**config.mk**
```make
export PLATFORM = sky130hd
export DESIGN_NAME = int_to_decimal_ascii
export DESIGN_NICKNAME = d
export VERILOG_FILES = /design/src/rtl/core/itoa_pkg.sv /design/src/rtl/core/itoa_bcd.sv /design/src/rtl/core/itoa_emit.sv /design/src/rtl/core/int_to_decimal_ascii.sv
export SDC_FILE = /design/constraint.sdc
export NUM_CORES = 1
export LEC_CHECK = 0
export BUFFER_PORTS_ARGS = -buffer_cell sky130_fd_sc_hd__buf_2
export CORE_UTILIZATION = 50
export DETAILED_ROUTE_END_ITERATION = 16
export PLACE_DENSITY = 0.8
export SETUP_SLACK_MARGIN = 0.3
export SLEW_MARGIN = 10
export SYNTH_ARGS = -nofsm -noshare
export SYNTH_HDL_FRONTEND = slang
export SYNTH_HIERARCHICAL = 1
export SYNTH_SLANG_ARGS = --single-unit
```
**constraint.sdc**
```tcl
create_clock -name clk_i -period 2.45 [get_ports clk_i]
set_clock_uncertainty 0.05 [all_clocks]
set_input_delay 0.1225 -clock clk_i [delete_from_list [all_inputs] [get_ports clk_i]]
set_output_delay 0.1225 -clock clk_i [all_outputs]
set_load 0.02 [all_outputs]
```
**src/rtl/core/itoa_pkg.sv**
```systemverilog
// Shared constants, types and helpers for the integer to decimal ASCII block.
// Used by every module of the block and by its checker; depends on nothing.
package itoa_pkg;

  localparam int unsigned VALUE_WIDTH = 32;
  // Decimal digits of the largest magnitude, 2^(VALUE_WIDTH-1).
  localparam int unsigned NUM_DIGITS  = ((VALUE_WIDTH - 1) * 301) / 1000 + 1;
  localparam int unsigned BCD_WIDTH   = 4 * NUM_DIGITS;
  localparam int unsigned CNT_WIDTH   = $clog2(VALUE_WIDTH);
  localparam int unsigned DIG_WIDTH   = $clog2(NUM_DIGITS);

  localparam logic [7:0] CHAR_ZERO  = 8'd48;
  localparam logic [7:0] CHAR_NINE  = 8'd57;
  localparam logic [7:0] CHAR_MINUS = 8'd45;

  typedef enum logic [2:0] {
    ST_IDLE = 3'b001,
    ST_CONV = 3'b010,
    ST_EMIT = 3'b100
  } state_e;

  typedef struct packed {
    logic load;
    logic shift_bin;
    logic shift_dig;
  } bcd_ctrl_t;

  typedef struct packed {
    logic sign;
    logic digit;
    logic final_digit;
  } emit_ctrl_t;

  // Shift-and-add-3 correction of one BCD digit.
  function automatic logic [3:0] add3(input logic [3:0] d);
    logic [3:0] r;
    r = (d >= 4'd5) ? d + 4'd3 : d;
    return r;
  endfunction

endpackage

```
**src/rtl/core/itoa_bcd.sv**
```systemverilog
// Binary to BCD converter: one magnitude bit enters per cycle, then the BCD
// register shifts one digit out per cycle. Depends on itoa_pkg.
module itoa_bcd (
  input  logic                              clk_i,
  input  itoa_pkg::bcd_ctrl_t               ctrl_i,
  input  logic [itoa_pkg::VALUE_WIDTH-1:0]  mag_i,
  output logic [3:0]                        digit_o
);
  import itoa_pkg::*;

  logic [VALUE_WIDTH-1:0] bin_q, bin_d;
  logic [BCD_WIDTH-1:0]   bcd_q, bcd_d;
  logic [BCD_WIDTH-1:0]   adj;

  always_comb begin
    for (int i = 0; i < NUM_DIGITS; i++) begin
      adj[4*i +: 4] = add3(bcd_q[4*i +: 4]);
    end
  end

  always_comb begin
    bin_d = bin_q;
    bcd_d = bcd_q;
    if (ctrl_i.load) begin
      bin_d = mag_i;
      bcd_d = '0;
    end else if (ctrl_i.shift_bin) begin
      bin_d = {bin_q[VALUE_WIDTH-2:0], 1'b0};
      bcd_d = {adj[BCD_WIDTH-2:0], bin_q[VALUE_WIDTH-1]};
    end else if (ctrl_i.shift_dig) begin
      bcd_d = {bcd_q[BCD_WIDTH-5:0], 4'b0000};
    end
  end

  always_ff @(posedge clk_i) begin
    bin_q <= bin_d;
    bcd_q <= bcd_d;
  end

  assign digit_o = bcd_q[BCD_WIDTH-1 -: 4];

endmodule

```
**src/rtl/core/itoa_emit.sv**
```systemverilog
// Character emitter: suppresses leading zeros and registers each character.
// Depends on itoa_pkg.
module itoa_emit (
  input  logic                  clk_i,
  input  logic                  rst_ni,
  input  itoa_pkg::emit_ctrl_t  ctrl_i,
  input  logic [3:0]            digit_i,
  output logic [7:0]            text_char_o,
  output logic                  last_o,
  output logic                  char_valid_o
);
  import itoa_pkg::*;

  logic       seen_q, seen_d;
  logic       valid_q, valid_d;
  logic [7:0] char_q, char_d;
  logic       last_q, last_d;
  logic       show;

  // The final digit is always shown, so zero prints as a single '0'.
  assign show = ctrl_i.digit && (seen_q || (digit_i != 4'd0) || ctrl_i.final_digit);

  always_comb begin
    seen_d  = seen_q;
    valid_d = 1'b0;
    char_d  = char_q;
    last_d  = last_q;
    if (ctrl_i.sign) begin
      valid_d = 1'b1;
      char_d  = CHAR_MINUS;
      last_d  = 1'b0;
    end else if (ctrl_i.digit) begin
      seen_d  = !ctrl_i.final_digit && show;
      valid_d = show;
      char_d  = CHAR_ZERO + {4'b0000, digit_i};
      last_d  = ctrl_i.final_digit;
    end
  end

  always_ff @(posedge clk_i or negedge rst_ni) begin
    if (!rst_ni) begin
      seen_q  <= 1'b0;
      valid_q <= 1'b0;
    end else begin
      seen_q  <= seen_d;
      valid_q <= valid_d;
    end
  end

  always_ff @(posedge clk_i) begin
    char_q <= char_d;
    last_q <= last_d;
  end

  assign text_char_o  = char_q;
  assign last_o       = last_q;
  assign char_valid_o = valid_q;

endmodule

```
**src/rtl/core/int_to_decimal_ascii.sv**
```systemverilog
// Top level of the signed integer to decimal ASCII converter: sequencer and
// magnitude logic. Depends on itoa_pkg, itoa_bcd and itoa_emit.
//
//   channel  | handshake            | payload
//   ---------+----------------------+----------------------------
//   input    | start, busy          | value_i
//   result   | char_valid_o strobe  | text_char_o, last_o
//
// An item is loaded, then its magnitude bits pass one by one through the
// shift-and-add-3 register, and then its BCD digits shift out one by one,
// leading zeros included. A minus sign appears in the cycle after acceptance;
// each character shows for exactly one cycle. Reset is asynchronous and clears
// the sequencer and the strobe. The receiver cannot stall the result stream.
module int_to_decimal_ascii (
  input  logic                                    clk_i,
  input  logic                                    rst_ni,
  input  logic                                    start,
  output logic                                    busy,
  input  logic signed [itoa_pkg::VALUE_WIDTH-1:0] value_i,
  output logic [7:0]                              text_char_o,
  output logic                                    last_o,
  output logic                                    char_valid_o
);
  import itoa_pkg::*;

  state_e               state_q, state_d;
  logic [CNT_WIDTH-1:0] cnt_q, cnt_d;
  logic [DIG_WIDTH-1:0] dig_q, dig_d;
  logic                 accept;
  logic                 negative;
  logic [VALUE_WIDTH-1:0] mag;
  logic [3:0]           digit;
  bcd_ctrl_t            bcd_ctrl;
  emit_ctrl_t           emit_ctrl;

  assign accept   = start && !busy;
  assign negative = value_i[VALUE_WIDTH-1];
  // Taken unsigned, so the most negative value yields 2^(VALUE_WIDTH-1).
  assign mag      = negative ? (~value_i + 1'b1) : value_i;

  always_comb begin
    state_d  = state_q;
    cnt_d    = cnt_q;
    dig_d    = dig_q;
    bcd_ctrl = '0;
    emit_ctrl = '0;
    case (state_q)
      ST_IDLE: begin
        if (accept) begin
          bcd_ctrl.load  = 1'b1;
          emit_ctrl.sign = negative;
          cnt_d   = '0;
          state_d = ST_CONV;
        end
      end
      ST_CONV: begin
        bcd_ctrl.shift_bin = 1'b1;
        cnt_d = cnt_q + 1'b1;
        if (cnt_q == CNT_WIDTH'(VALUE_WIDTH - 1)) begin
          dig_d   = '0;
          state_d = ST_EMIT;
        end
      end
      ST_EMIT: begin
        bcd_ctrl.shift_dig    = 1'b1;
        emit_ctrl.digit       = 1'b1;
        emit_ctrl.final_digit = (dig_q == DIG_WIDTH'(NUM_DIGITS - 1));
        dig_d = dig_q + 1'b1;
        if (emit_ctrl.final_digit) begin
          state_d = ST_IDLE;
        end
      end
      default: begin
        state_d = ST_IDLE;
      end
    endcase
  end

  always_ff @(posedge clk_i or negedge rst_ni) begin
    if (!rst_ni) begin
      state_q <= ST_IDLE;
      cnt_q   <= '0;
      dig_q   <= '0;
    end else begin
      state_q <= state_d;
      cnt_q   <= cnt_d;
      dig_q   <= dig_d;
    end
  end

  assign busy = (state_q != ST_IDLE);

  itoa_bcd u_bcd (
    .clk_i   (clk_i),
    .ctrl_i  (bcd_ctrl),
    .mag_i   (mag),
    .digit_o (digit)
  );

  itoa_emit u_emit (
    .clk_i        (clk_i),
    .rst_ni       (rst_ni),
    .ctrl_i       (emit_ctrl),
    .digit_i      (digit),
    .text_char_o  (text_char_o),
    .last_o       (last_o),
    .char_valid_o (char_valid_o)
  );

endmodule

```
After elaboration in Yosys (flattened, before gate mapping)
Index checks and enable logic that the tools add are counted.
{"block": "word_totals", "elab_cells": 92, "out_inout_bits": 11, "ramBits": 0, "n_memories": 0, "rom_bits": 0, "ff_bits": 95, "input_bits": 35, "latch_bits": 0}
{"block": "op_classes", "n_mux": 32, "n_reduce_logical": 16, "n_addsub": 14, "shifts": 0, "n_bitwise": 2, "multipliers": 0, "n_eq_ne": 9, "n_div": 0, "n_lt_le_gt_ge": 10}
{"op": "two-way mux 32 bit", "count": 3}
{"op": "two-way mux 40 bit", "count": 2}
{"op": "greater-or-equal comparator 4 x 3 -> 1 bit (second input constant)", "count": 10}
{"op": "two-way mux 4 bit", "count": 10}
{"op": "adder 4 x 2 -> 4 bit (second input constant)", "count": 9}
{"op": "adder 32 x 1 -> 32 bit (second input constant)", "count": 1}
{"op": "inverter 32 bit", "count": 1}
{"op": "two-way mux 3 bit", "count": 4}
{"op": "one-hot mux 5 bit (2 select lines)", "count": 1}
{"op": "one-hot mux 3 bit (3 select lines)", "count": 1}
{"op": "two-way mux 1 bit", "count": 8}
{"op": "one-hot mux 4 bit (2 select lines)", "count": 1}
{"op": "nonzero test 2 bit", "count": 4}
{"op": "adder 6 x 4 -> 7 bit (first input constant)", "count": 1}
{"op": "!= test 2 bit (second input constant)", "count": 3}
{"op": "AND reduction 2 bit", "count": 3}
{"op": "adder 5 x 1 -> 5 bit (second input constant)", "count": 1}
{"op": "equality test 5 bit (second input constant)", "count": 1}
{"op": "two-way mux 5 bit", "count": 1}
{"op": "adder 4 x 1 -> 4 bit (second input constant)", "count": 1}
{"op": "equality test 4 bit (second input constant)", "count": 1}
{"op": "nonzero test 4 bit", "count": 1}
{"op": "adder 3 x 2 -> 3 bit (second input constant)", "count": 1}
{"op": "equality test 3 x 1 -> 1 bit (second input constant)", "count": 1}
{"op": "other kinds (9)", "count": 13}

Logic depth before layout (Yosys ltp)
Gate-level depths: netlist of the first run.
{"block": "depth", "word_depth": 7, "mapped_depth": 8, "ltp_nobuf": 7}

Cells and area by module
The synthesis of the first run kept the hierarchy.
{"mod": "itoa_bcd", "seq_area_each_um2": 1761.7, "cells_per_inst": 386, "n_inst": 1, "area_per_inst_um2": 4042.6}
{"mod": "int_to_decimal_ascii", "seq_area_each_um2": 301.5, "cells_per_inst": 160, "n_inst": 1, "area_per_inst_um2": 1320.0}
{"mod": "itoa_emit", "seq_area_each_um2": 170.2, "cells_per_inst": 36, "n_inst": 1, "area_per_inst_um2": 359.1}

Least setup slack after synthesis of the first run
Ideal clock, no wire load.
{"block": "synth_path", "kind": "reg2reg", "from": "reg state_q[2]", "to": "reg u_bcd.bin_q[0] (enable)", "setup_ps": 377, "stages_incl_launch_ff": 6, "n_path_buf": 1, "arrival_time_ps": 1826, "required_time_ps": 2023, "synth_period_minus_slack_ps": 2253, "setup_slack_ps": 197, "path_cell_list": "dfrtp_1 > or3b_2 > inv_1 > nor2_4 > inv_2 > buf_2"}
{"element": "from (decl)", "line": "int_to_decimal_ascii.sv:26", "rtl": "state_e state_q, state_d;"}
{"element": "from (signal assigned)", "line": "int_to_decimal_ascii.sv:85", "rtl": "state_q <= state_d;"}
{"element": "to (signal assigned)", "line": "itoa_bcd.sv:36", "rtl": "bin_q <= bin_d;"}
{"element": "to (decl)", "line": "itoa_bcd.sv:11", "rtl": "logic [VALUE_WIDTH-1:0] bin_q, bin_d;"}

==> metrics.txt, run 1 <==
# TYPE chip_impl_metric gauge
chip_impl_metric{name="antenna_found_initial",unit=""} 0
chip_impl_metric{name="drt_pass1_iterations",unit=""} 5
chip_impl_metric{name="postCtsSetupBuffers",unit=""} 0
chip_impl_metric{name="cp.required",unit="ns"} 2.68
chip_impl_metric{name="syn_to_final_growth",unit="%"} 12.2
chip_impl_metric{name="die-width",unit="um"} 109
chip_impl_metric{name="maximum_number_of_pins_on_one_net_before_global_route_repair",unit=""} 57
chip_impl_metric{name="peak_supply_drop",unit="mV"} 1.15
chip_impl_metric{name="crit_path_max_fo",unit=""} 12
chip_impl_metric{name="drt-vias-per-instance",unit=""} 6.09
chip_impl_metric{name="comb_power_share",unit=""} 0.368
chip_impl_metric{name="switchingPower",unit="mW"} 2.42
chip_impl_metric{name="h-tree-depth",unit=""} 3
chip_impl_metric{name="numnets_final",unit=""} 670
chip_impl_metric{name="share_of_cells_above_drive_strength_1",unit=""} 0.192
chip_impl_metric{name="remaining_max_slew_budget_at_the_tightest_pin",unit=""} 0.626
chip_impl_metric{name="gp_congestion",unit=""} 0.850
chip_impl_metric{name="maxSlewViolCount",unit=""} 0
chip_impl_info{name="post_synth_top_cells",value="sky130_fd_sc_hd__dfxtp_1, sky130_fd_sc_hd__nor2_1, sky130_fd_sc_hd__nand2_1"} 1
chip_impl_metric{name="synth_seq_area_share",unit=""} 0.390
chip_impl_metric{name="wire_length_of_the_first_global_routing_pass",unit="mm"} 20.3
chip_impl_info{name="cts.root.buffer_cell",value="sky130_fd_sc_hd__clkbuf_16"} 1
chip_impl_metric{name="power.clock.fraction",unit=""} 0.234
chip_impl_info{name="run_status",value="complete, no violations"} 1
chip_impl_metric{name="finalSetupTns",unit="ns"} 0
chip_impl_info{name="largest_cells_by_area_after_synthesis",value="sky130_fd_sc_hd__edfxtp_1, sky130_fd_sc_hd__dfxtp_1, sky130_fd_sc_hd__dfrtp_1"} 1
chip_impl_metric{name="post-route-min-period",unit="ns"} 2.03
chip_impl_metric{name="first_global_vias",unit=""} 4389
chip_impl_info{name="synth.largest_area_cell",value="sky130_fd_sc_hd__edfxtp_1"} 1
chip_impl_metric{name="postSynth.asyncResetShare",unit=""} 0.152
chip_impl_metric{name="report.final.setup_viol",unit=""} 0
chip_impl_info{name="crit_path_start_kind",value="flop"} 1
chip_impl_metric{name="antenna-diode-count",unit=""} 0
chip_impl_info{name="cts_tree",value="yes"} 1
chip_impl_metric{name="total_via_count_in_the_routed_design",unit=""} 4597
chip_impl_metric{name="postRouteAntennaNets",unit=""} 0
chip_impl_metric{name="place.detailed.hpwl",unit="mm"} 8.12
chip_impl_metric{name="coreArea",unit="mm2"} 0.0110
chip_impl_metric{name="min_period_over_period",unit=""} 0.830
chip_impl_metric{name="route.final.wire_length",unit="mm"} 12.0
chip_impl_metric{name="hold_viol",unit=""} 0
chip_impl_metric{name="seq_power_share",unit=""} 0.398
chip_impl_metric{name="cts.path.max_buffers",unit=""} 2
chip_impl_metric{name="maximum_achievable_frequency",unit="MHz"} 492
chip_impl_metric{name="p_leak",unit="nW"} 2.24
chip_impl_metric{name="synthDominantCellAreaShare",unit=""} 0.168
chip_impl_info{name="postSynth.topFlopCell",value="sky130_fd_sc_hd__dfxtp_1"} 1
chip_impl_info{name="holdCritPathClass",value="in2reg"} 1
chip_impl_metric{name="netlist_area_pre_place",unit="mm2"} 0.00572
chip_impl_metric{name="grt_overflow_total",unit=""} 0
chip_impl_metric{name="start_util",unit=""} 0.521
chip_impl_metric{name="drt-wirelength-per-cell",unit="um"} 15.9
chip_impl_metric{name="yosys_warning_total",unit=""} 6
chip_impl_metric{name="tritoncts_num_sinks",unit=""} 92
chip_impl_metric{name="power.internal",unit="mW"} 4.33
chip_impl_metric{name="max-cap-violations",unit=""} 0
chip_impl_metric{name="insertion_delay",unit="ns"} 0.35
chip_impl_metric{name="die_area",unit="mm2"} 0.0119
chip_impl_metric{name="remaining_drc_errors",unit=""} 0
chip_impl_metric{name="power.density",unit="mW/mm2"} 1050
chip_impl_info{name="end_kind",value="flop"} 1
chip_impl_metric{name="utilization",unit=""} 0.585
chip_impl_metric{name="buffer_ports.inserted",unit=""} 42
chip_impl_info{name="worstSetupPathType",value="reg2reg"} 1
chip_impl_metric{name="syn_avg_cell_area",unit="um2"} 9.83
chip_impl_metric{name="fp.dieH",unit="um"} 109
chip_impl_metric{name="ios",unit=""} 46
chip_impl_metric{name="count_of_flip_flops_with_a_built_in_enable_after_synthesis",unit=""} 32
chip_impl_metric{name="globalRouteTotalUtil",unit=""} 0.216
chip_impl_metric{name="cts.reportedPaths.clkPinSlew",unit="ns"} 0.07
chip_impl_metric{name="power",unit="mW"} 6.75
chip_impl_metric{name="drt_iter0_markers",unit=""} 371
chip_impl_info{name="post-synth-top-count-cell",value="sky130_fd_sc_hd__dfxtp_1"} 1
chip_impl_metric{name="critical_path_arrival",unit="ns"} 2.27
chip_impl_metric{name="fp-row-count",unit=""} 38
chip_impl_metric{name="tightestPinTransition",unit="ns"} 0.562
chip_impl_metric{name="number_of_different_library_cells_in_the_post_synthesis_netlist",unit=""} 60
chip_impl_metric{name="sw_frac_of_total",unit=""} 0.359
chip_impl_metric{name="number_of_buffers_created_by_cts",unit=""} 9
chip_impl_info{name="grt_setup_unrepaired",value="yes"} 1
chip_impl_metric{name="synth_seq_cells",unit=""} 92
chip_impl_metric{name="synthCells",unit=""} 582
==> critical path: stages (launching register included) <==
cell and delay [ns]:
sky130_fd_sc_hd__dfrtp_2 0.45, sky130_fd_sc_hd__or3b_2 0.54, sky130_fd_sc_hd__inv_4 0.19, sky130_fd_sc_hd__buf_4 0.21
sky130_fd_sc_hd__nor3b_1 0.25, sky130_fd_sc_hd__o21ai_1 0.11, sky130_fd_sc_hd__a21oi_1 0.16
==> placed cells by master (no fill, tap or decap), drive strengths merged, types with 7 or more instances in the layout <==
cell type  count
inv           28
nand2b        15
mux2          37
o41ai          8
dfrtp         13
edfxtp        32
o21ai         41
nand2         34
nor3           7
clkbuf        11
nor3b         19
buf           54
mux2i         15
dfxtp         46
xnor2         29
a211oi        18
nand4b        19
o31ai         10
o221ai        13
a32oi          9
a21oi         33
ha            25
nor2          37
==> routing by layer <==
layer	track usage	part of all wire
met5	0	0
met4	0.0792	0.014
met3	0.0395	0.036
met2	0.372	0.50
met1	0.268	0.45
==> worst paths after layout <==
path                                  startpoint  slack, ns               endpoint  depth (start not counted)
max                                   state_q[2]       0.42        u_bcd/bcd_q[39]                          6
min                                        start       0.04             state_q[0]                          4
max reg2reg                           state_q[2]       0.42        u_bcd/bcd_q[39]                          6
min reg2reg                u_emit/text_char_o[4]       0.43  u_emit/text_char_o[4]                          2
max in group asynchronous                 rst_ni       1.92             state_q[0]                          2
min in group asynchronous                 rst_ni       0.14               dig_q[2]                          2
==> cell families (layout without fill, tap and decap cells) <==
group,count (synthesis),after routing,share of synthesized area
muxes,52,52,0.0991
buffers and inverters,65,97,0.0573
other,2,3,0.00131
adders and majority gates,25,25,0.0547
DFF,92,92,0.390
and+or+nand+nor,172,172,0.180
xor gates and xnor gates,30,30,0.0459
AOI/OAI and AO/OA,144,144,0.171
==> metrics by stage <==
stage | instances | instance area (um2) | hold slack [ns] | worst slack [ns]
finish | 755 | 6420 | 0.0355 | 0.416
CTS | 755 | 6380 | 0.0215 | 0.301
global placement | 738 | 6020 | -0.0204 | 0.189
floorplan | 583 | 5730 | -0.223 | 0.331
detailed placement | 738 | 6020 | -0.0177 | 0.147
global route | 755 | 6420 | 0.0850 | 0.290
==> cell type report <==
class	count	area [um2]
Clock inverter	5	88.8
Inverter	26	103
Sequential cell	92	2240
Timing Repair Buffer	55	367
Multi-Input combinational cell	426	3200
Fill cell	896	4560
Clock buffer	11	254
Tap cell	140	175
==> flip-flops by register name, indices dropped and copies added, names as in the netlist <==
name,cells
cnt_q,5
dig_q,4
state_q,3
u_bcd/bcd_q,40
u_bcd/bin_q,32
u_emit/char_valid_o,1
u_emit/last_o,1
u_emit/seen_q,1
u_emit/text_char_o,5
==> power groups by stage <==
stage / Clock (mW) / Sequential (mW) / Combinational (mW)
4_1_cts: 1.60 / 2.68 / 2.45
2_1_floorplan: 0 / 2.56 / 1.91
6_report: 1.58 / 2.69 / 2.48
3_5_place_dp: 0 / 2.70 / 2.41
3_3_place_gp: 0 / 2.66 / 2.30
5_1_grt: 1.66 / 2.76 / 2.78
==> repair_timing <==
item                                    in CTS  in global routing
endpoints found under the setup margin       4                 63
endpoints found under the hold margin       14                  0
hold buffers                                 1                  0
resized for setup                            1                 14
gates cloned                                 0                  0
Power figures use the tool's default switching activity.
==> inputs of run 2 (changes only) <==
==> constraint.sdc (replaced) <==
create_clock -name clk_i -period 2 [get_ports clk_i]
set_clock_uncertainty 0.05 [all_clocks]
set_input_delay 0.1 -clock clk_i [delete_from_list [all_inputs] [get_ports clk_i]]
set_output_delay 0.1 -clock clk_i [all_outputs]
set_load 0.02 [all_outputs]
==> metrics.txt, run 2 (synthesized netlist as in run 1, its figures left out) <==
# TYPE chip_impl_metric gauge
chip_impl_info{name="run_status",value="complete, no violations"} 1
chip_impl_info{name="cts_tree",value="yes"} 1
chip_impl_metric{name="grt_overflow_total",unit=""} 0
chip_impl_metric{name="drt-wirelength-per-cell",unit="um"} 22.8
chip_impl_info{name="routed.top_layer",value="met4"} 1
chip_impl_metric{name="buffer_ports.inserted",unit=""} 42
chip_impl_metric{name="layout.filler_cells",unit=""} 587
chip_impl_info{name="worstSetupPathType",value="reg2reg"} 1
chip_impl_metric{name="routedLengthMet1",unit="mm"} 7.14
chip_impl_metric{name="report.final.setup_viol",unit=""} 0
chip_impl_metric{name="multiInputGateArea",unit="mm2"} 0.00377
chip_impl_metric{name="largest_reg_flops",unit=""} 40
chip_impl_info{name="crit_path_start_kind",value="flop"} 1
chip_impl_metric{name="route.final.wire_length",unit="mm"} 19.3
chip_impl_metric{name="insertion_delay",unit="ns"} 0.37
chip_impl_metric{name="drt_iter0_markers",unit=""} 553
chip_impl_metric{name="syn_to_final_growth",unit="%"} 43.7
chip_impl_metric{name="min_period_over_period",unit=""} 0.992
chip_impl_metric{name="hold_viol",unit=""} 0
chip_impl_metric{name="cts.path.max_buffers",unit=""} 2
chip_impl_metric{name="maximum_number_of_pins_on_one_net_before_global_route_repair",unit=""} 34
chip_impl_metric{name="wl_met2",unit="mm"} 9.42
chip_impl_metric{name="number_of_buffers_created_by_cts",unit=""} 9
chip_impl_metric{name="max-cap-violations",unit=""} 0
chip_impl_info{name="regMostFlops",value="u_bcd/bcd_q"} 1
chip_impl_metric{name="final_area",unit="mm2"} 0.00822
chip_impl_metric{name="numPlacedInstances",unit=""} 767
chip_impl_metric{name="crit_path_max_fo",unit=""} 7
chip_impl_info{name="layout.cells.most_common_list",value="sky130_fd_sc_hd__dfxtp_1, sky130_fd_sc_hd__buf_4, sky130_fd_sc_hd__buf_2, sky130_fd_sc_hd__mux2_4, sky130_fd_sc_hd__edfxtp_1"} 1
chip_impl_metric{name="reg2regPathDepth",unit=""} 7
chip_impl_metric{name="wl_met3",unit="mm"} 1.54
chip_impl_metric{name="ios",unit=""} 46
chip_impl_metric{name="start_util",unit=""} 0.521
chip_impl_metric{name="maxSlewViolCount",unit=""} 0
chip_impl_metric{name="tightestPinTransition",unit="ns"} 0.702
chip_impl_metric{name="gp_congestion",unit=""} 0.821
chip_impl_metric{name="globalRouteTotalUtil",unit=""} 0.281
chip_impl_metric{name="share_of_cells_above_drive_strength_1",unit=""} 0.412
chip_impl_info{name="holdCritPathClass",value="in2async"} 1
chip_impl_metric{name="die-width",unit="um"} 109
chip_impl_metric{name="maximum_achievable_frequency",unit="MHz"} 504
chip_impl_metric{name="post-route-min-period",unit="ns"} 1.98
chip_impl_info{name="cts.root.buffer_cell",value="sky130_fd_sc_hd__clkbuf_16"} 1
chip_impl_metric{name="drt-vias-per-instance",unit=""} 6.60
chip_impl_info{name="end_kind",value="flop"} 1
chip_impl_metric{name="postRouteAntennaNets",unit=""} 0
chip_impl_metric{name="antenna-diode-count",unit=""} 0
chip_impl_metric{name="dpl_cell_area",unit="mm2"} 0.00650
chip_impl_metric{name="peak_supply_drop",unit="mV"} 0.955
chip_impl_info{name="grt_setup_unrepaired",value="yes"} 1
chip_impl_metric{name="cts.reportedPaths.clkPinSlew",unit="ns"} 0.07
chip_impl_metric{name="first_global_vias",unit=""} 5140
chip_impl_metric{name="fp-row-count",unit=""} 38
chip_impl_info{name="most_common_library_cell_in_the_layout_ignoring_fill_and_taps",value="sky130_fd_sc_hd__dfxtp_1"} 1
chip_impl_info{name="largest_registers",value="u_bcd/bcd_q: 40 flops, u_bcd/bin_q: 32 flops"} 1
chip_impl_metric{name="place.detailed.hpwl",unit="mm"} 8.93
chip_impl_metric{name="tritoncts_num_sinks",unit=""} 92
chip_impl_metric{name="h-tree-depth",unit=""} 3
chip_impl_metric{name="instances_no_fill",unit=""} 846
chip_impl_metric{name="antenna_found_initial",unit=""} 1
chip_impl_metric{name="numnets_final",unit=""} 761
chip_impl_metric{name="total_via_count_in_the_routed_design",unit=""} 5580
chip_impl_metric{name="critical_path_arrival",unit="ns"} 2.20
chip_impl_metric{name="area.sequential",unit="mm2"} 0.00224
chip_impl_metric{name="p_leak",unit="nW"} 3.07
chip_impl_metric{name="coreArea",unit="mm2"} 0.0110
chip_impl_metric{name="remaining_max_slew_budget_at_the_tightest_pin",unit=""} 0.532
chip_impl_metric{name="wire_length_of_the_first_global_routing_pass",unit="mm"} 25.3
chip_impl_metric{name="r2r_slack",unit="ns"} 0.02
chip_impl_metric{name="fp.dieH",unit="um"} 109
chip_impl_metric{name="remaining_drc_errors",unit=""} 0
chip_impl_metric{name="hold_slack",unit="ns"} 0.102
chip_impl_metric{name="power.density",unit="mW/mm2"} 1340
chip_impl_metric{name="die_area",unit="mm2"} 0.0119
chip_impl_metric{name="drt_pass1_iterations",unit=""} 5
chip_impl_metric{name="cp.required",unit="ns"} 2.21
[run 2: changes by cell type in the layout (fill, tap and decap cells not counted), sizes merged]
cell and delta:
buf +80, bufinv -2, clkbuf +7, clkinv +4, clkinvlp +2, dlygate4sd3 +1, inv -1
[run 2: worst max-delay path: stages, from the launching register on]
cell	delay (ns)
sky130_fd_sc_hd__dfrtp_2	0.45
sky130_fd_sc_hd__or3b_4	0.41
sky130_fd_sc_hd__clkinvlp_4	0.19
sky130_fd_sc_hd__buf_6	0.12
sky130_fd_sc_hd__buf_6	0.09
sky130_fd_sc_hd__buf_8	0.12
sky130_fd_sc_hd__nand2b_4	0.13
sky130_fd_sc_hd__o311ai_4	0.31
[run 2: power breakdown]
group          internal [mW]  leakage (nW)  total (mW)  switching, mW
sequential              2.76         0.864        3.42          0.665
clock                  0.857         0.135        1.68          0.827
combinational           3.07          2.07        5.90           2.83
total                   6.68          3.07        11.0           4.32
[run 2: stage by stage]
step,util,setup WS (ns),total power [mW],setup TNS [ns]
floorplan,-,0.0185,5.88,0
global placement,0.591,-0.149,6.52,-0.433
detailed placement,0.591,-0.169,6.73,-1.01
CTS,0.683,0.144,9.49,0
global route,0.749,-0.0524,11.4,-0.116
finish,0.749,0.0166,11.0,0
[run 2: final timing paths]
check	startpoint	to
worst max-delay path	state_q[2]	u_bcd/bcd_q[18]
worst min-delay path	rst_ni	dig_q[3]
worst max register to register	state_q[2]	u_bcd/bcd_q[18]
worst min register to register	u_emit/text_char_o[4]	u_emit/text_char_o[4]
max in group asynchronous	rst_ni	state_q[0]
min in group clk_i	value_i[20]	u_bcd/bin_q[20]
[run 2: layout make-up]
| cell class | instances | area share |
|---|---|---|
| clock buffers | 10 | 0.0278 |
| clock inverters | 6 | 0.00609 |
| inverters | 26 | 0.0166 |
| multi-input cells | 426 | 0.458 |
| flip-flops and latches | 92 | 0.272 |
| well taps | 140 | 0.0213 |
| repair buffers | 144 | 0.196 |
| repair inverters | 2 | 0.00243 |
[run 2: timing repair]
item                       4_1_cts  5_1_grt
resized for setup               65       90
hold endpoints to repair        15        0
cloned                          10        8
setup buffers                   27       16
setup endpoints to repair      119      122
hold buffers                     2        0
pin swaps                       11       41
[run 2: layer usage]
layer	GRT usage	vias to the layer above
li1	-	2410
met1	0.331	2675
met2	0.471	371
met3	0.0669	124
met4	0.150	0
met5	0	-
==> inputs of run 3 (changes only) <==
--- a/config.mk
+++ b/config.mk
@@ -6,10 +6,10 @@
 export NUM_CORES = 1
 export LEC_CHECK = 0
 export BUFFER_PORTS_ARGS = -buffer_cell sky130_fd_sc_hd__buf_2
+export CORE_ASPECT_RATIO = 1.25
 export CORE_UTILIZATION = 50
 export DETAILED_ROUTE_END_ITERATION = 16
 export PLACE_DENSITY = 0.8
-export SETUP_SLACK_MARGIN = 0.3
 export SLEW_MARGIN = 10
 export SYNTH_ARGS = -nofsm -noshare
 export SYNTH_HDL_FRONTEND = slang
==> metrics.txt, run 3 (synthesized netlist as in run 1, its figures left out) <==
# TYPE chip_impl_metric gauge
chip_impl_info{name="run_status",value="complete, no violations"} 1
chip_impl_metric{name="maxSlewViolCount",unit=""} 0
chip_impl_metric{name="power",unit="mW"} 8.30
chip_impl_metric{name="cts.path.max_buffers",unit=""} 2
chip_impl_metric{name="switchingPower",unit="mW"} 3.04
chip_impl_metric{name="hold_path_depth",unit=""} 4
chip_impl_metric{name="coreArea",unit="mm2"} 0.0111
chip_impl_metric{name="largest_reg_flops",unit=""} 40
chip_impl_metric{name="share_of_cells_above_drive_strength_1",unit=""} 0.234
chip_impl_info{name="cts.root.buffer_cell",value="sky130_fd_sc_hd__clkbuf_16"} 1
chip_impl_metric{name="use_met2",unit=""} 0.400
chip_impl_metric{name="insertion_delay",unit="ns"} 0.35
chip_impl_info{name="cpMostUsedCell",value="sky130_fd_sc_hd__buf_4"} 1
chip_impl_metric{name="timing.critical_path.slowest_cell_delay",unit="ns"} 0.54
chip_impl_metric{name="cp.required",unit="ns"} 2.04
chip_impl_info{name="critical-path-top-delay-family",value="flip-flops"} 1
chip_impl_info{name="grt_setup_unrepaired",value="yes"} 1
chip_impl_metric{name="route.final.wire_length",unit="mm"} 12.5
chip_impl_metric{name="start_util",unit=""} 0.514
chip_impl_metric{name="seq_power_share",unit=""} 0.394
chip_impl_metric{name="peak_supply_drop",unit="mV"} 0.592
chip_impl_info{name="most_common_library_cell_in_the_layout_ignoring_fill_and_taps",value="sky130_fd_sc_hd__dfxtp_1"} 1
chip_impl_metric{name="hold_viol",unit=""} 0
chip_impl_metric{name="reg2regPathDepth",unit=""} 5
chip_impl_info{name="slowest_library_cell_on_the_worst_path",value="sky130_fd_sc_hd__dfstp_2"} 1
chip_impl_metric{name="gp_congestion",unit=""} 0.804
chip_impl_metric{name="drt-vias-per-instance",unit=""} 5.90
chip_impl_info{name="regMostFlops",value="u_bcd/bcd_q"} 1
chip_impl_metric{name="post-route-min-period",unit="ns"} 1.97
chip_impl_metric{name="setup_slack_after_layout",unit="ns"} 0.0302
chip_impl_metric{name="fp.dieH",unit="um"} 122
chip_impl_metric{name="grt_use_met1",unit=""} 0.247
chip_impl_info{name="cp_cell_sequence",value="buf_4 -> nor4bb_4 -> buf_4 -> buf_12 -> mux2_1"} 1
chip_impl_metric{name="power.internal",unit="mW"} 5.26
chip_impl_metric{name="worstPathBufferInverterCount",unit=""} 3
chip_impl_metric{name="critical_path_arrival",unit="ns"} 2.01
chip_impl_metric{name="min_period_over_period",unit=""} 0.985
chip_impl_info{name="worstSetupPathType",value="reg2reg"} 1
chip_impl_info{name="layout.cells.most_common_list",value="sky130_fd_sc_hd__dfxtp_1, sky130_fd_sc_hd__buf_2, sky130_fd_sc_hd__buf_4, sky130_fd_sc_hd__nor2_1, sky130_fd_sc_hd__nand2_1"} 1
chip_impl_metric{name="finalSetupTns",unit="ns"} 0
chip_impl_info{name="hold-path-endpoint",value="state_q[0]"} 1
chip_impl_metric{name="wire_length_of_the_first_global_routing_pass",unit="mm"} 20.8
chip_impl_metric{name="instances_no_fill",unit=""} 785
chip_impl_metric{name="tightestPinTransition",unit="ns"} 0.554
chip_impl_metric{name="numnets_final",unit=""} 705
chip_impl_metric{name="comb_power_share",unit=""} 0.394
chip_impl_metric{name="h-tree-depth",unit=""} 3
chip_impl_metric{name="multiInputGateArea",unit="mm2"} 0.00319
chip_impl_metric{name="buffer_ports.inserted",unit=""} 42
chip_impl_metric{name="pre_cts_ws",unit="ns"} -0.196
chip_impl_metric{name="antenna-diode-count",unit=""} 0
chip_impl_info{name="worst_hold_startpoint",value="start"} 1
chip_impl_metric{name="maximum_achievable_frequency",unit="MHz"} 508
chip_impl_metric{name="tritoncts_num_sinks",unit=""} 92
chip_impl_metric{name="globalRouteMet3Util",unit=""} 0.0298
chip_impl_metric{name="total_via_count_in_the_routed_design",unit=""} 4632
chip_impl_metric{name="die_area",unit="mm2"} 0.0119
chip_impl_info{name="crit_start",value="state_q[0]"} 1
chip_impl_info{name="worst_r2r_startpoint",value="state_q[0]"} 1
chip_impl_metric{name="remaining_drc_errors",unit=""} 0
chip_impl_metric{name="r2r_slack",unit="ns"} 0.03
chip_impl_metric{name="fp-row-count",unit=""} 43
chip_impl_metric{name="globalRouteTotalUtil",unit=""} 0.214
chip_impl_metric{name="antenna_found_initial",unit=""} 0
chip_impl_info{name="cts_tree",value="yes"} 1
chip_impl_metric{name="number_of_buffers_created_by_cts",unit=""} 9
chip_impl_metric{name="cts.reportedPaths.clkPinSlew",unit="ns"} 0.06
chip_impl_metric{name="grt_overflow_total",unit=""} 0
chip_impl_metric{name="drt_iter0_markers",unit=""} 293
chip_impl_info{name="crit_path_start_kind",value="flop"} 1
chip_impl_metric{name="ios",unit=""} 46
chip_impl_info{name="largest_registers",value="u_bcd/bcd_q: 40 flops, u_bcd/bin_q: 32 flops"} 1
chip_impl_metric{name="report.final.setup_viol",unit=""} 0
chip_impl_metric{name="place.detailed.hpwl",unit="mm"} 8.62
chip_impl_metric{name="power.clock.fraction",unit=""} 0.212
chip_impl_metric{name="drt-wirelength-per-cell",unit="um"} 16.0
chip_impl_metric{name="first_global_vias",unit=""} 4564
chip_impl_info{name="holdCritPathClass",value="in2reg"} 1
chip_impl_metric{name="syn_to_final_growth",unit="%"} 16.5
chip_impl_info{name="regToRegEndpoint",value="u_bcd/bin_q[19]"} 1
chip_impl_metric{name="crit_path_max_fo",unit=""} 23
chip_impl_metric{name="numPlacedInstances",unit=""} 766
chip_impl_metric{name="remaining_max_slew_budget_at_the_tightest_pin",unit=""} 0.631
chip_impl_metric{name="postRouteAntennaNets",unit=""} 0
chip_impl_metric{name="layout.filler_cells",unit=""} 900
chip_impl_metric{name="area.sequential",unit="mm2"} 0.00223
chip_impl_info{name="grt.busiest_layer",value="met2"} 1
chip_impl_metric{name="drt_pass1_iterations",unit=""} 5
chip_impl_metric{name="maximum_number_of_pins_on_one_net_before_global_route_repair",unit=""} 48
chip_impl_metric{name="die-width",unit="um"} 97.7
chip_impl_metric{name="p_leak",unit="nW"} 2.41
chip_impl_metric{name="power.density",unit="mW/mm2"} 1250
chip_impl_info{name="end_kind",value="flop"} 1
chip_impl_metric{name="max-cap-violations",unit=""} 0
chip_impl_metric{name="sw_frac_of_total",unit=""} 0.366
## run 3: cell count changes in the layout (fill, tap and decap cells not counted), moves of 9 or more
cell | previous run | this run
sky130_fd_sc_hd__buf_8 | 9 | 0
sky130_fd_sc_hd__mux2_4 | 32 | 0
sky130_fd_sc_hd__a211oi_2 | 13 | 0
sky130_fd_sc_hd__o221ai_1 | 4 | 13
sky130_fd_sc_hd__mux2_1 | 4 | 17
sky130_fd_sc_hd__a211oi_1 | 3 | 18
sky130_fd_sc_hd__buf_12 | 14 | 4
sky130_fd_sc_hd__mux2_2 | 1 | 20
sky130_fd_sc_hd__buf_6 | 21 | 3
sky130_fd_sc_hd__o21ai_2 | 10 | 1
## run 3: power groups by stage
stage / clock (mW) / combinational [mW] / sequential, mW
3_3_place_gp: 0 / 2.96 / 3.26
6_report: 1.76 / 3.27 / 3.27
4_1_cts: 1.78 / 3.16 / 3.26
2_1_floorplan: 0 / 2.36 / 3.14
3_5_place_dp: 0 / 3.12 / 3.29
5_1_grt: 1.86 / 3.62 / 3.35
## run 3: what timing repair did
item	4_1_cts	5_1_grt
endpoints found under the setup margin	0	31
hold buffers	1	0
gates resized for setup	0	13
hold endpoints to repair	14	0
setup buffers	0	1
## run 3: worst max path at each step
stage / cells after the start / endpoint / slack [ns]
floorplan: 7 / u_bcd/bin_q[12] / -0.04
global placement: 8 / u_bcd/bin_q[12] / -0.11
detailed placement: 8 / u_bcd/bin_q[12] / -0.20
CTS: 6 / u_emit/text_char_o[0] / 0.02
global route: 6 / u_bcd/bcd_q[14] / -0.04
finish: 5 / u_bcd/bin_q[19] / 0.03
## run 3: tightest hold or removal path, delay by kind of cell
kind | cells | cell delay, ns
AO/OA/AOI/OAI | 2 | 0.16
buffers and inverters | 1 | 0.09
AND/OR/NAND/NOR | 1 | 0.07
## run 3: layer usage
metal,share of wire,vias to the layer above,wire (um)
met5,0,-,0
met4,0.013,0,165
met3,0.027,11,334
met2,0.53,93,6580
met1,0.43,2250,5450
li1,-,2278,-
## run 3: layout make-up
class | instances | area share
clock buffer | 11 | 0.0413
clock inverter | 5 | 0.00582
inverter | 26 | 0.0154
multi-input combinational | 426 | 0.479
sequential | 92 | 0.335
tap | 135 | 0.0253
timing repair buffer | 90 | 0.0978
## run 3: metrics by stage
step	instance area, um2	hold WS [ns]	util
2_1_floorplan	5750	-0.246	-
3_3_place_gp	6280	-0.0409	0.564
3_5_place_dp	6280	-0.0403	0.564
4_1_cts	6600	0.0244	0.593
5_1_grt	6660	0.123	0.598
6_report	6660	0.0394	0.598
